File: src/spi_mbe_pkg.sv
// shared types, codes and constants for the spi master byte engine
package spi_mbe_pkg;

	// word length and derived widths
	localparam int unsigned BITS_PER_WORD = 8;
	localparam int unsigned BIT_IDX_W     = $clog2(BITS_PER_WORD);

	// command queue between front and back
	localparam int unsigned CMD_DEPTH = 4;
	localparam int unsigned CMD_AW    = $clog2(CMD_DEPTH);

	// result buffer
	localparam int unsigned RES_DEPTH = 2;
	localparam int unsigned RES_AW    = $clog2(RES_DEPTH);

	// configuration port
	localparam int unsigned CFG_AW = 3;
	localparam int unsigned CFG_DW = 32;

	// input action codes
	typedef enum logic [1:0] {
		ACT_TICK    = 2'd0,
		ACT_START   = 2'd1,
		ACT_CS_LOW  = 2'd2,
		ACT_CS_HIGH = 2'd3
	} action_t;

	// configuration register indexes
	typedef enum logic {
		REG_CLOCK_MODE  = 1'b0,
		REG_PHASE_TICKS = 1'b1
	} reg_idx_t;

	// one input item
	typedef struct packed {
		logic [1:0] action;
		logic [7:0] tx_byte;
		logic [1:0] tx_mode;
		logic [1:0] rx_mode;
		logic       miso_level;
	} in_item_t;

	// one result item
	typedef struct packed {
		logic       sck_out;
		logic       mosi_out;
		logic       cs_out;
		logic       busy_res;
		logic       done_res;
		logic [7:0] rx_byte;
	} out_item_t;

	// classified command handed from front to back
	typedef struct packed {
		logic       start;
		logic       cs_set;
		logic       cs_level;
		logic [7:0] tx_byte;
		logic [1:0] tx_mode;
		logic [1:0] rx_mode;
		logic       miso;
	} cmd_t;

	// configuration write towards the back
	typedef struct packed {
		logic       en;
		reg_idx_t   index;
		logic [7:0] data;
	} cfg_wr_t;

endpackage

File: src/spi_master_byte_engine_core.sv
// top level of the spi master byte engine
//
// Each input item is one tick of the pin timing. Items go in through push/full
// and are accepted on a rising edge with push high and full low; one result
// item leaves for every input item through empty/pop, oldest first.
// A start item in the idle phase latches the byte and the transmit and receive
// modes; chip select items drive the select pin directly. Every delay phase
// lasts phase_ticks + 1 ticks.
// An accepted item passes the front register, then the command queue; the
// sequencer tick and the result write share one edge. Throughput is one item
// per cycle while results are popped, since the sequencer updates its state
// once per tick.
// While the receiver stalls, results collect in a two-entry buffer, then
// commands in the four-entry queue and the front register; full rises only
// once all three are taken up.
// Configuration is written over the APB-style port: clock_mode at address 0,
// phase_ticks at address 4; pready is always high and reads are immediate.
// Reset leaves the clock pin low, data low, select high, both registers zero
// and every queue empty.
module spi_master_byte_engine_core (
	input  logic                                clk,
	input  logic                                arst_n,
	input  logic                                push,
	output logic                                full,
	input  spi_mbe_pkg::in_item_t               item,
	output logic                                empty,
	input  logic                                pop,
	output spi_mbe_pkg::out_item_t              result,
	input  logic                                psel,
	input  logic                                penable,
	input  logic                                pwrite,
	input  logic [spi_mbe_pkg::CFG_AW-1:0]      paddr,
	input  logic [spi_mbe_pkg::CFG_DW-1:0]      pwdata,
	output logic [spi_mbe_pkg::CFG_DW-1:0]      prdata,
	output logic                                pready
);

	logic                 cmd_push;
	logic                 cmd_full;
	logic                 cmd_pop;
	logic                 cmd_empty;
	spi_mbe_pkg::cmd_t    cmd_in;
	spi_mbe_pkg::cmd_t    cmd_out;
	spi_mbe_pkg::cfg_wr_t cfg_wr;
	logic [1:0]           clock_mode;
	logic [7:0]           phase_ticks;

	// configuration write decode
	assign pready       = 1'b1;
	assign cfg_wr.en    = psel && penable && pwrite && pready;
	assign cfg_wr.index = spi_mbe_pkg::reg_idx_t'(paddr[2]);
	assign cfg_wr.data  = pwdata[7:0];

	// configuration read-back
	always_comb begin
		unique case (spi_mbe_pkg::reg_idx_t'(paddr[2]))
			spi_mbe_pkg::REG_CLOCK_MODE:  prdata = {30'd0, clock_mode};
			spi_mbe_pkg::REG_PHASE_TICKS: prdata = {24'd0, phase_ticks};
			default:                      prdata = '0;
		endcase
	end

	spi_mbe_front u_front (
		.clk      (clk),
		.arst_n   (arst_n),
		.push     (push),
		.full     (full),
		.item     (item),
		.cmd_push (cmd_push),
		.cmd      (cmd_in),
		.cmd_full (cmd_full)
	);

	spi_mbe_cmd_fifo u_cmd_fifo (
		.clk    (clk),
		.arst_n (arst_n),
		.push   (cmd_push),
		.din    (cmd_in),
		.full   (cmd_full),
		.pop    (cmd_pop),
		.dout   (cmd_out),
		.empty  (cmd_empty)
	);

	spi_mbe_back u_back (
		.clk         (clk),
		.arst_n      (arst_n),
		.cmd         (cmd_out),
		.cmd_empty   (cmd_empty),
		.cmd_pop     (cmd_pop),
		.cfg_wr      (cfg_wr),
		.clock_mode  (clock_mode),
		.phase_ticks (phase_ticks),
		.empty       (empty),
		.pop         (pop),
		.result      (result)
	);

endmodule

File: src/spi_mbe_front.sv
// front stage: accepts input items and classifies them into commands
module spi_mbe_front (
	input  logic                  clk,
	input  logic                  arst_n,
	input  logic                  push,
	output logic                  full,
	input  spi_mbe_pkg::in_item_t item,
	output logic                  cmd_push,
	output spi_mbe_pkg::cmd_t     cmd,
	input  logic                  cmd_full
);

	logic              valid_s1;
	spi_mbe_pkg::cmd_t cmd_s1;
	spi_mbe_pkg::cmd_t cmd_d;
	logic              advance;

	// decode the action into command flags
	always_comb begin
		cmd_d.start    = (item.action == spi_mbe_pkg::ACT_START);
		cmd_d.cs_set   = (item.action == spi_mbe_pkg::ACT_CS_LOW)
			|| (item.action == spi_mbe_pkg::ACT_CS_HIGH);
		cmd_d.cs_level = (item.action == spi_mbe_pkg::ACT_CS_HIGH);
		cmd_d.tx_byte  = item.tx_byte;
		cmd_d.tx_mode  = item.tx_mode;
		cmd_d.rx_mode  = item.rx_mode;
		cmd_d.miso     = item.miso_level;
	end

	// stage moves when empty or when the queue takes its command
	assign advance  = !valid_s1 || !cmd_full;
	assign full     = !advance;
	assign cmd_push = valid_s1 && !cmd_full;
	assign cmd      = cmd_s1;

	// stage valid flag
	always_ff @(posedge clk or negedge arst_n) begin
		if (!arst_n) begin
			valid_s1 <= 1'b0;
		end else if (advance) begin
			valid_s1 <= push;
		end
	end

	// stage payload
	always_ff @(posedge clk) begin
		if (advance && push) begin
			cmd_s1 <= cmd_d;
		end
	end

endmodule

File: src/spi_mbe_cmd_fifo.sv
// short command queue between front and back
module spi_mbe_cmd_fifo (
	input  logic              clk,
	input  logic              arst_n,
	input  logic              push,
	input  spi_mbe_pkg::cmd_t din,
	output logic              full,
	input  logic              pop,
	output spi_mbe_pkg::cmd_t dout,
	output logic              empty
);

	spi_mbe_pkg::cmd_t                 mem_q [spi_mbe_pkg::CMD_DEPTH];
	logic [spi_mbe_pkg::CMD_AW-1:0]    wr_ptr_q;
	logic [spi_mbe_pkg::CMD_AW-1:0]    rd_ptr_q;
	logic [spi_mbe_pkg::CMD_AW:0]      count_q;
	logic                              do_push;
	logic                              do_pop;

	assign full    = (count_q == (spi_mbe_pkg::CMD_AW+1)'(spi_mbe_pkg::CMD_DEPTH));
	assign empty   = (count_q == '0);
	assign do_push = push && !full;
	assign do_pop  = pop && !empty;
	assign dout    = mem_q[rd_ptr_q];

	// pointers and fill count
	always_ff @(posedge clk or negedge arst_n) begin
		if (!arst_n) begin
			wr_ptr_q <= '0;
			rd_ptr_q <= '0;
			count_q  <= '0;
		end else begin
			if (do_push) wr_ptr_q <= wr_ptr_q + 1'b1;
			if (do_pop) rd_ptr_q <= rd_ptr_q + 1'b1;
			if (do_push && !do_pop) count_q <= count_q + 1'b1;
			else if (!do_push && do_pop) count_q <= count_q - 1'b1;
		end
	end

	// storage
	always_ff @(posedge clk) begin
		if (do_push) begin
			mem_q[wr_ptr_q] <= din;
		end
	end

endmodule

File: src/spi_mbe_back.sv
// back end: pin timing sequencer, configuration registers and result buffer
module spi_mbe_back (
	input  logic                   clk,
	input  logic                   arst_n,
	input  spi_mbe_pkg::cmd_t      cmd,
	input  logic                   cmd_empty,
	output logic                   cmd_pop,
	input  spi_mbe_pkg::cfg_wr_t   cfg_wr,
	output logic [1:0]             clock_mode,
	output logic [7:0]             phase_ticks,
	output logic                   empty,
	input  logic                   pop,
	output spi_mbe_pkg::out_item_t result
);

	typedef enum logic [2:0] {
		PH_IDLE  = 3'd0,
		PH_PRE   = 3'd1,
		PH_SETUP = 3'd2,
		PH_LEAD  = 3'd3,
		PH_MID   = 3'd4,
		PH_TRAIL = 3'd5,
		PH_POST  = 3'd6
	} phase_t;

	localparam logic [spi_mbe_pkg::BIT_IDX_W-1:0] TOP_BIT =
		spi_mbe_pkg::BIT_IDX_W'(spi_mbe_pkg::BITS_PER_WORD - 1);

	phase_t                                phase_q, phase_d;
	logic [spi_mbe_pkg::BIT_IDX_W-1:0]     bit_q, bit_d;
	logic [7:0]                            wait_q, wait_d;
	logic [spi_mbe_pkg::BITS_PER_WORD-1:0] tx_q, tx_d;
	logic [spi_mbe_pkg::BITS_PER_WORD-1:0] rx_q, rx_d;
	logic [1:0]                            txm_q, txm_d;
	logic                                  lead_q, lead_d;
	logic                                  sck_q, sck_d;
	logic                                  mosi_q, mosi_d;
	logic                                  cs_q, cs_d;
	logic                                  done_d;
	logic [1:0]                            clock_mode_q;
	logic [7:0]                            phase_ticks_q;

	spi_mbe_pkg::out_item_t                res_mem_q [spi_mbe_pkg::RES_DEPTH];
	logic [spi_mbe_pkg::RES_AW-1:0]        res_wr_q;
	logic [spi_mbe_pkg::RES_AW-1:0]        res_rd_q;
	logic [spi_mbe_pkg::RES_AW:0]          res_cnt_q;
	logic                                  res_room;
	logic                                  res_pop;
	logic                                  take;
	spi_mbe_pkg::out_item_t                res_d;

	// take a command whenever the result buffer has a free slot
	assign res_room = (res_cnt_q != (spi_mbe_pkg::RES_AW+1)'(spi_mbe_pkg::RES_DEPTH));
	assign take     = !cmd_empty && res_room;
	assign cmd_pop  = take;
	assign res_pop  = pop && !empty;
	assign empty    = (res_cnt_q == '0);
	assign result   = res_mem_q[res_rd_q];

	assign clock_mode  = clock_mode_q;
	assign phase_ticks = phase_ticks_q;

	// next state for one tick
	always_comb begin
		phase_d = phase_q;
		bit_d   = bit_q;
		wait_d  = wait_q;
		tx_d    = tx_q;
		rx_d    = rx_q;
		txm_d   = txm_q;
		lead_d  = lead_q;
		sck_d   = sck_q;
		mosi_d  = mosi_q;
		cs_d    = cs_q;
		done_d  = 1'b0;

		// select pin follows commands at once
		if (cmd.cs_set) cs_d = cmd.cs_level;

		if (phase_q == PH_IDLE) begin
			// latch a new transfer
			if (cmd.start) begin
				tx_d    = cmd.tx_byte;
				rx_d    = '0;
				txm_d   = cmd.tx_mode;
				lead_d  = ((cmd.tx_mode[1] == cmd.rx_mode[1]) == (cmd.rx_mode[0] == 1'b0));
				bit_d   = TOP_BIT;
				sck_d   = cmd.tx_mode[1];
				phase_d = PH_PRE;
				wait_d  = phase_ticks_q;
			end
		end else if (wait_q != '0) begin
			// delay count-down
			wait_d = wait_q - 1'b1;
		end else begin
			unique case (phase_q)
				PH_PRE: begin
					bit_d = TOP_BIT;
					if (!txm_q[0]) mosi_d = tx_q[TOP_BIT];
					phase_d = PH_SETUP;
					wait_d  = phase_ticks_q;
				end
				PH_SETUP: begin
					sck_d   = !txm_q[1];
					phase_d = PH_LEAD;
					wait_d  = phase_ticks_q;
				end
				PH_LEAD: begin
					if (lead_q) rx_d = {rx_q[spi_mbe_pkg::BITS_PER_WORD-2:0], cmd.miso};
					if (txm_q[0]) mosi_d = tx_q[bit_q];
					phase_d = PH_MID;
					wait_d  = phase_ticks_q;
				end
				PH_MID: begin
					sck_d   = txm_q[1];
					phase_d = PH_TRAIL;
					wait_d  = phase_ticks_q;
				end
				PH_TRAIL: begin
					if (!lead_q) rx_d = {rx_q[spi_mbe_pkg::BITS_PER_WORD-2:0], cmd.miso};
					if (bit_q == '0) begin
						phase_d = PH_POST;
					end else begin
						bit_d = bit_q - 1'b1;
						if (!txm_q[0]) mosi_d = tx_q[bit_q - 1'b1];
						phase_d = PH_SETUP;
					end
					wait_d = phase_ticks_q;
				end
				PH_POST: begin
					phase_d = PH_IDLE;
					done_d  = 1'b1;
				end
				default: begin
					phase_d = PH_IDLE;
				end
			endcase
		end

		res_d.sck_out  = sck_d;
		res_d.mosi_out = mosi_d;
		res_d.cs_out   = cs_d;
		res_d.busy_res = (phase_d != PH_IDLE);
		res_d.done_res = done_d;
		res_d.rx_byte  = rx_d;
	end

	// sequencer state, pins and configuration registers
	always_ff @(posedge clk or negedge arst_n) begin
		if (!arst_n) begin
			phase_q       <= PH_IDLE;
			bit_q         <= TOP_BIT;
			wait_q        <= '0;
			tx_q          <= '0;
			rx_q          <= '0;
			txm_q         <= '0;
			lead_q        <= 1'b0;
			sck_q         <= 1'b0;
			mosi_q        <= 1'b0;
			cs_q          <= 1'b1;
			clock_mode_q  <= '0;
			phase_ticks_q <= '0;
		end else begin
			if (take) begin
				phase_q <= phase_d;
				bit_q   <= bit_d;
				wait_q  <= wait_d;
				tx_q    <= tx_d;
				rx_q    <= rx_d;
				txm_q   <= txm_d;
				lead_q  <= lead_d;
				sck_q   <= sck_d;
				mosi_q  <= mosi_d;
				cs_q    <= cs_d;
			end
			if (cfg_wr.en) begin
				unique case (cfg_wr.index)
					spi_mbe_pkg::REG_CLOCK_MODE: begin
						clock_mode_q <= cfg_wr.data[1:0];
						if (phase_q == PH_IDLE) sck_q <= cfg_wr.data[1];
					end
					spi_mbe_pkg::REG_PHASE_TICKS: begin
						phase_ticks_q <= cfg_wr.data;
					end
					default: begin
					end
				endcase
			end
		end
	end

	// result buffer pointers
	always_ff @(posedge clk or negedge arst_n) begin
		if (!arst_n) begin
			res_wr_q  <= '0;
			res_rd_q  <= '0;
			res_cnt_q <= '0;
		end else begin
			if (take) res_wr_q <= res_wr_q + 1'b1;
			if (res_pop) res_rd_q <= res_rd_q + 1'b1;
			if (take && !res_pop) res_cnt_q <= res_cnt_q + 1'b1;
			else if (!take && res_pop) res_cnt_q <= res_cnt_q - 1'b1;
		end
	end

	// result buffer storage
	always_ff @(posedge clk) begin
		if (take) begin
			res_mem_q[res_wr_q] <= res_d;
		end
	end

endmodule

File: config.mk
export PLATFORM = sky130hd
export DESIGN_NAME = spi_master_byte_engine_core
export DESIGN_NICKNAME = d
export VERILOG_FILES = /design/src/spi_mbe_pkg.sv /design/src/spi_master_byte_engine_core.sv /design/src/spi_mbe_front.sv /design/src/spi_mbe_cmd_fifo.sv /design/src/spi_mbe_back.sv
export SDC_FILE = /design/constraint.sdc
export NUM_CORES = 1
export LEC_CHECK = 0
export ABC_CLOCK_PERIOD_IN_PS = 3550
export BUFFER_PORTS_ARGS = -buffer_cell sky130_fd_sc_hd__buf_2
export CAP_MARGIN = 20
export CORE_AREA = 2 2 117 119
export DETAILED_ROUTE_END_ITERATION = 6
export DIE_AREA = 0 0 119 121
export PLACE_DENSITY = 0.8
export RECOVER_POWER = 50
export SLEW_MARGIN = 15
export SYNTH_ARGS = -nofsm -noshare
export SYNTH_HDL_FRONTEND = slang
export SYNTH_SLANG_ARGS = --single-unit
export TNS_END_PERCENT = 20
File: constraint.sdc
create_clock -name clk -period 3.55 [get_ports clk]
set_clock_uncertainty 0.15 [all_clocks]
set_input_delay 0.1775 -clock clk [delete_from_list [all_inputs] [get_ports clk]]
set_output_delay 0.1775 -clock clk [all_outputs]
set_load 0.03 [all_outputs]
# Yosys cells after proc, flatten, opt, wreduce, memory -nomap -nowiden
# Memories as Yosys holds them, arrays and structs flattened.
# Cells that the tools add are included.
# word_totals
mem_bits_ro	0
inputBits	57
mem_count	2
register_bits	74
latchBits	0
word_cells	150
out_inout_bits	48
ramBits	90
# classes
reduce_logical	40
n_addsub	10
n_mul	0
div	0
n_eq_ne	16
muxes	52
order_cmp	2
bitwise	2
shift	0
# mem_list
memory	depth	word_bits	rd	rd_ports_with_merged_regs	write_ports	line	text
u_cmd_fifo.mem_q	4	16	1	0	1	spi_mbe_cmd_fifo.sv:13	spi_mbe_pkg::cmd_t mem_q [spi_mbe_pkg::CMD_DEPTH];
u_back.res_mem_q	2	13	1	0	1	spi_mbe_back.sv:43	spi_mbe_pkg::out_item_t res_mem_q [spi_mbe_pkg::RES_DEPTH];
# op_table
op	count
2-to-1 mux 8 bit	9
case mux 32 bit (2 select lines)	1
2-to-1 mux 3 bit	10
2-to-1 mux 1 bit	23
case mux 8 bit (2 select lines)	1
case mux 3 bit (5 select lines)	1
== test 3 bit (second input constant)	4
logical AND 1 bit	12
logical NOT 1 bit	10
logical NOT 3 bit	3
nonzero test 3 bit	3
< comparator 3 x 4 -> 1 bit (second input constant)	2
nonzero test 8 bit	1
subtractor 8 x 1 -> 8 bit (second input constant)	1
adder 2 x 1 -> 2 bit (second input constant)	3
binary-select mux 1 bit (select 3 bit)	2
== test 3 x 2 -> 1 bit (second input constant)	2
case mux 3 bit (2 select lines)	1
AND reduction 3 bit	2
subtractor 3 x 1 -> 3 bit (second input constant)	2
AND reduction 5 bit	1
OR reduction 5 bit	1
== test 2 bit (second input constant)	2
2-to-1 mux 2 bit	2
other kinds (16)	23

# Logic depth before layout (Yosys ltp)
# depth
ltp_word	8
ltp_mapped	9
ltp_nobuf	8

# Cells and area by module
# From an unflattened synthesis, not the netlist that was laid out.
# unflattened
cells_unflattened	532
area_unflattened_um2	7485.9
# modules_own_cells
mod	cells_each	n_inst	area_per_inst_um2
spi_mbe_back	352	1	3888.7
spi_mbe_cmd_fifo	120	1	2778.9
spi_mbe_front	24	1	549.3
spi_master_byte_engine_core	36	1	269.0

# Worst setup path before layout
# OpenSTA, ideal clock, no wires.
# synth_path
kind	register to register
start	register u_cmd_fifo.count_q[1] (netlist bit)
end	register u_cmd_fifo.count_q[2] (netlist bit)
arrival_ns	2.321
setup_time_ns	0.079
stages_incl_launch_ff	10
path_slack_ns	1.000
n_path_buf	1
period_less_slack_ns	2.550
cell_sequence	dfrtp_1 > or3_1 > nand2_1 > clkbuf_1 > ha_1 > inv_1 > fa_1 > xor2_1 > nor2_1 > xor2_1
# synth_between
elab_chain_len	7
elab_cells_between_ends	17
cone_classes	add/sub (2); eq/ne (1); mux (2); reduce/logical (12)
# synth_lines
element	line	text
from (decl)	spi_mbe_cmd_fifo.sv:16	logic [spi_mbe_pkg::CMD_AW:0] count_q;
from (signal assigned)	spi_mbe_cmd_fifo.sv:35	if (do_push && !do_pop) count_q <= count_q + 1'b1;
from (signal assigned)	spi_mbe_cmd_fifo.sv:36	else if (!do_push && do_pop) count_q <= count_q - 1'b1;
parallel branches: the longest is 7 deep, another holds subtractor 3 x 1 -> 3 bit	--	
# Several ways; the timed one is not identified. The select of a mux whose other input is x is not followed.
# A chain may end at the register's enable or synchronous reset.

# Worst setup path in the final report
# layout_path
start	register u_back.wait_q[0]
end	memory u_back.res_mem_q[1][11] (netlist bit), data pin
# layout_between
elab_chain_len	3
# layout_lines
element	line	text
from (decl)	spi_mbe_back.sv:31	logic [7:0] wait_q, wait_d;
from (signal assigned)	spi_mbe_back.sv:167	wait_q <= wait_d;
nonzero test 8 bit	spi_mbe_back.sv:92	end else if (wait_q != '0) begin
2-to-1 mux 1 bit	spi_mbe_back.sv:92	
2-to-1 mux 1 bit	spi_mbe_back.sv:80	if (phase_q == PH_IDLE) begin
net u_back.mosi_d	spi_mbe_back.sv:37	logic mosi_q, mosi_d;
to (decl)	spi_mbe_back.sv:43	
# The timed path passes the listed nets, and every way through them passes these cells.

==> flow_summary_export.csv <==
group,metric,value,unit
timing,setup_viol,0,
place,placement.io_buffers,53,
clocking,cts.sink_count,164,
layout,fin_util,65.8,%
worst_setup_path,timing.rr.end,"u_back.res_mem_q[1][11]$_DFFE_PP_",
timing,final_period_minus_worst_setup_slack,2.68,ns
timing,max_slew_margin,-50.3,%
timing,post-route-period-util,75.6,%
logic_synthesis,syn_area_per_cell,13.4,um2
clocking,tritoncts,"built",
drt,drt_first_pass_iters,5,
pwr,static-leakage-power,3.34,nW
die,floorplan.die.width,119,um
worst_setup_path,crit_arrival,2.70,ns
drt,top_signal_layer_used,"met4",
timing,grt_setup_unrepaired,"false",
layout,antenna-diode-count,0,
die,fp.dieH,121,um
clocking,cts.root.buffer_cell,"clkbuf_16",
min_path,hold_end,"u_back.clock_mode[1]$_DFFE_PN0P_",
logic_synthesis,synth.distinct_cells,58,
place,hpwl,8.93,mm
run_status,violated_checks,"capacitance limit, slew limit",
pwr,worst_ir_drop_vdd,0.000377,V
clocking,number_of_buffers_on_the_longest_clock_path,2,
worst_setup_path,critical_path.endpoint_type,"flip-flop",
drt,drcViolationCount,0,
global_routing,via_count_of_the_first_global_routing_pass,4642,
worst_setup_path,crit_path_start_kind,"flip-flop",
logic_synthesis,netlist_instances,552,
timing,worst_tran_pin_value,2.25,ns
logic_synthesis,synth_edf_count,106,
drt,via_count_normalized_by_instance_count,5.68,
global_routing,grt-ovfl-total,0,
worst_setup_path,register_to_register_path_depth,7,
drt,met3_length,709,um
global_routing,grt_first_pass_wirelength,22.5,mm
clocking,cts_setup_buffers,0,
global_routing,grt_start_max_net_pins,41,
clocking,clk_lat_worst_skew,0.43,ns
drt,avgRoutedWirePerCell,16.6,um
drt,detail_route.wirelength.met1,5.54,mm
layout,fin_nets,701,
worst_setup_path,setup.worst_path.class,"flip-flop to flip-flop",
clocking,clk_transition_reported_paths,0.06,ns
logic_synthesis,ys_ff_latch,164,
min_path,hold_depth,3,
min_path,hold_path.class,"input port to flip-flop",
timing,fin_setup_tns,0,ns
run_status,status,"finished with violations",
flow_run,drv_cap,1,
clocking,cts-buffers-inserted,17,
worst_setup_path,startpoint_of_the_worst_register_to_register_path,"u_back.wait_q[0]$_DFFE_PN0P_",
drt,detail_route.wirelength,13.7,mm
die,die_area,0.0144,mm2
clocking,cts.htree.levels,4,
die,io_pins,105,
logic_synthesis,synth_top_flop_cell,"edfxtp_1",
worst_setup_path,critical_path_peak_fanout,8,
die,num_rows,42,
worst_setup_path,worst_r2r_setup_slack,0.87,ns
drt,initial_detailed_routing_violation_count,304,
logic_synthesis,seq_area_frac_synth,62.7,%
timing,slew_viol_final,41,
layout,layout-drive-gt1-share,20.9,%
drt,vias,4676,
timing,report.final.hold_viol_count,0,
timing,clock.fmax,372,MHz
global_routing,antenna_violations_before_repair,0,
pwr,p_per_area,885,mW/mm2
min_path,hold_path.startpoint,"pwrite",
logic_synthesis,cell_area_after_synthesis,0.00740,mm2
worst_setup_path,required,3.56,ns
die,initial_utilization,56.6,%
logic_synthesis,postSynth.asyncResetShare,35.4,%
logic_synthesis,ys.warnings.count,0,
die,fp.coreArea,0.0131,mm2
global_routing,groute.usage.overall,20.3,%
layout,layout-area-overhead-vs-synth,16.2,%
drt,drt.antenna.violating_nets,0,
place,routability_congestion_estimate_from_global_placement,0.899,
drt,met2_length,7.08,mm
[critical path, cell delays in order, from the launching register on]
cell and delay, ns:
dfrtp_1 0.39, inv_1 0.10, ha_1 0.20, or3b_1 0.51, nor2_1 0.47, nand2_1 0.16
nor3_1 0.29, a21oi_1 0.14
[report_power, final]
part / internal (mW) / leakage (nW) / switching, mW / total, mW
clock network: 1.13 / 0.300 / 0.778 / 1.90
registers: 2.73 / 1.70 / 0.435 / 3.16
logic: 1.04 / 1.35 / 1.51 / 2.55
total: 4.89 / 3.34 / 2.72 / 7.61
[per-stage QoR]
step	total power [mW]	hold WS, ns	worst slack, ns	cells	cell area [um2]
after floorplan	5.08	-0.268	1.00	575	7490
after global placement	5.57	0.203	0.961	765	7750
after detailed placement	5.72	0.206	0.923	765	7750
after CTS	7.67	0.128	0.914	823	8630
after global routing	8.02	0.153	0.500	823	8600
final	7.61	0.145	0.865	823	8600
[synth_stat cells, drive strengths merged (3+ instances only)]
cell,number,area (um2)
a21oi,21,105
a31oi,4,25.0
and2,12,75.1
buf,30,218
clkbuf,16,60.1
dfrtp,54,1350
dfstp,4,105
edfxtp,106,3180
ha,9,113
inv,11,41.3
mux2,28,315
mux2i,10,100
mux4,20,450
nand2,66,248
nand2b,4,27.5
nand3,9,45.0
nor2,34,128
nor2b,6,37.5
nor3,6,30.0
nor3b,4,30.0
o211ai,6,45.0
o21ai,32,160
o22ai,5,31.3
o31ai,3,22.5
or3,5,36.3
xnor2,9,78.8
xor2,4,35.0
[metal layers]
layer / global-route usage [%] / vias up
met3: 4.65 / 34
met2: 34.7 / 172
met4: 9.15 / 0
li1: - / 2154
met5: 0 / -
met1: 24.6 / 2316
[flip-flops by register name, summed over array words and instances, names as in the netlist]
register / count
u_cmd_fifo.mem_q: 64
u_back.res_mem_q: 26
u_front.cmd: 16
u_back.phase_ticks: 8
u_back.rx_q: 8
u_back.tx_q: 8
u_back.wait_q: 8
u_back.bit_q: 3
u_back.phase_q: 3
u_cmd_fifo.count_q: 3
u_back.clock_mode: 2
u_back.res_cnt_q: 2
u_back.txm_q: 2
u_cmd_fifo.rd_ptr_q: 2
u_cmd_fifo.wr_ptr_q: 2
u_back.cs_q: 1
u_back.lead_q: 1
u_back.mosi_q: 1
u_back.res_rd_q: 1
u_back.res_wr_q: 1
u_back.sck_q: 1
u_front.valid_s1: 1
[cell type report]
| class | instances | area (um2) |
|---|---|---|
| Fill cell | 938 | 4480 |
| Multi-Input combinational cell | 354 | 2530 |
| Sequential cell | 164 | 4640 |
| Timing Repair Buffer | 86 | 556 |
| Inverter | 11 | 41.3 |
| Tap cell | 176 | 220 |
| Clock buffer | 17 | 425 |
| Clock inverter | 15 | 191 |
[placed cells by master (no fill, tap or decap), types with 20 or more instances in the layout]
cell,Yosys,layout
edfxtp_1,106,106
nand2_1,66,66
dfrtp_1,54,54
buf_2,3,40
nor2_1,34,34
o21ai_0,31,31
mux2_2,28,28
dlygate4sd3_1,0,26
conb_1,2,25
a21oi_1,21,21
mux4_2,20,20
[worst max-delay path by stage]
stage                                      start                                 to  cells after the start
2_1_floorplan  u_cmd_fifo.count_q[1]$_DFFE_PN0P_  u_cmd_fifo.count_q[2]$_DFFE_PN0P_                      9
4_1_cts             u_back.wait_q[0]$_DFFE_PN0P_   u_back.res_mem_q[0][1]$_DFFE_PP_                      7
6_report            u_back.wait_q[0]$_DFFE_PN0P_  u_back.res_mem_q[1][11]$_DFFE_PP_                      7
3_3_place_gp        u_back.wait_q[0]$_DFFE_PN0P_   u_back.res_mem_q[0][1]$_DFFE_PP_                      7
5_1_grt                                   arst_n       u_back.wait_q[6]$_DFFE_PN0P_                      3
3_5_place_dp        u_back.wait_q[0]$_DFFE_PN0P_   u_back.res_mem_q[0][1]$_DFFE_PP_                      7
[kinds of logic after synthesis]
logic type,after synthesis,synth area share (%)
AOI/OAI and AO/OA,88,7.45
DFF,164,62.7
muxes,58,11.7
buffers and inverters,57,4.31
xor gates and xnor gates,13,1.54
and+or+nand+nor,160,10.4
adders and majority gates,10,1.79
other,2,0.101
[repair_timing]
action / 4_1_cts / 5_1_grt
hold buffers: 26 / 0
endpoints found under the setup margin: 0 / 0
resized for setup: 0 / 0
hold endpoints to repair: 67 / 0
Power figures use the tool's default switching activity.
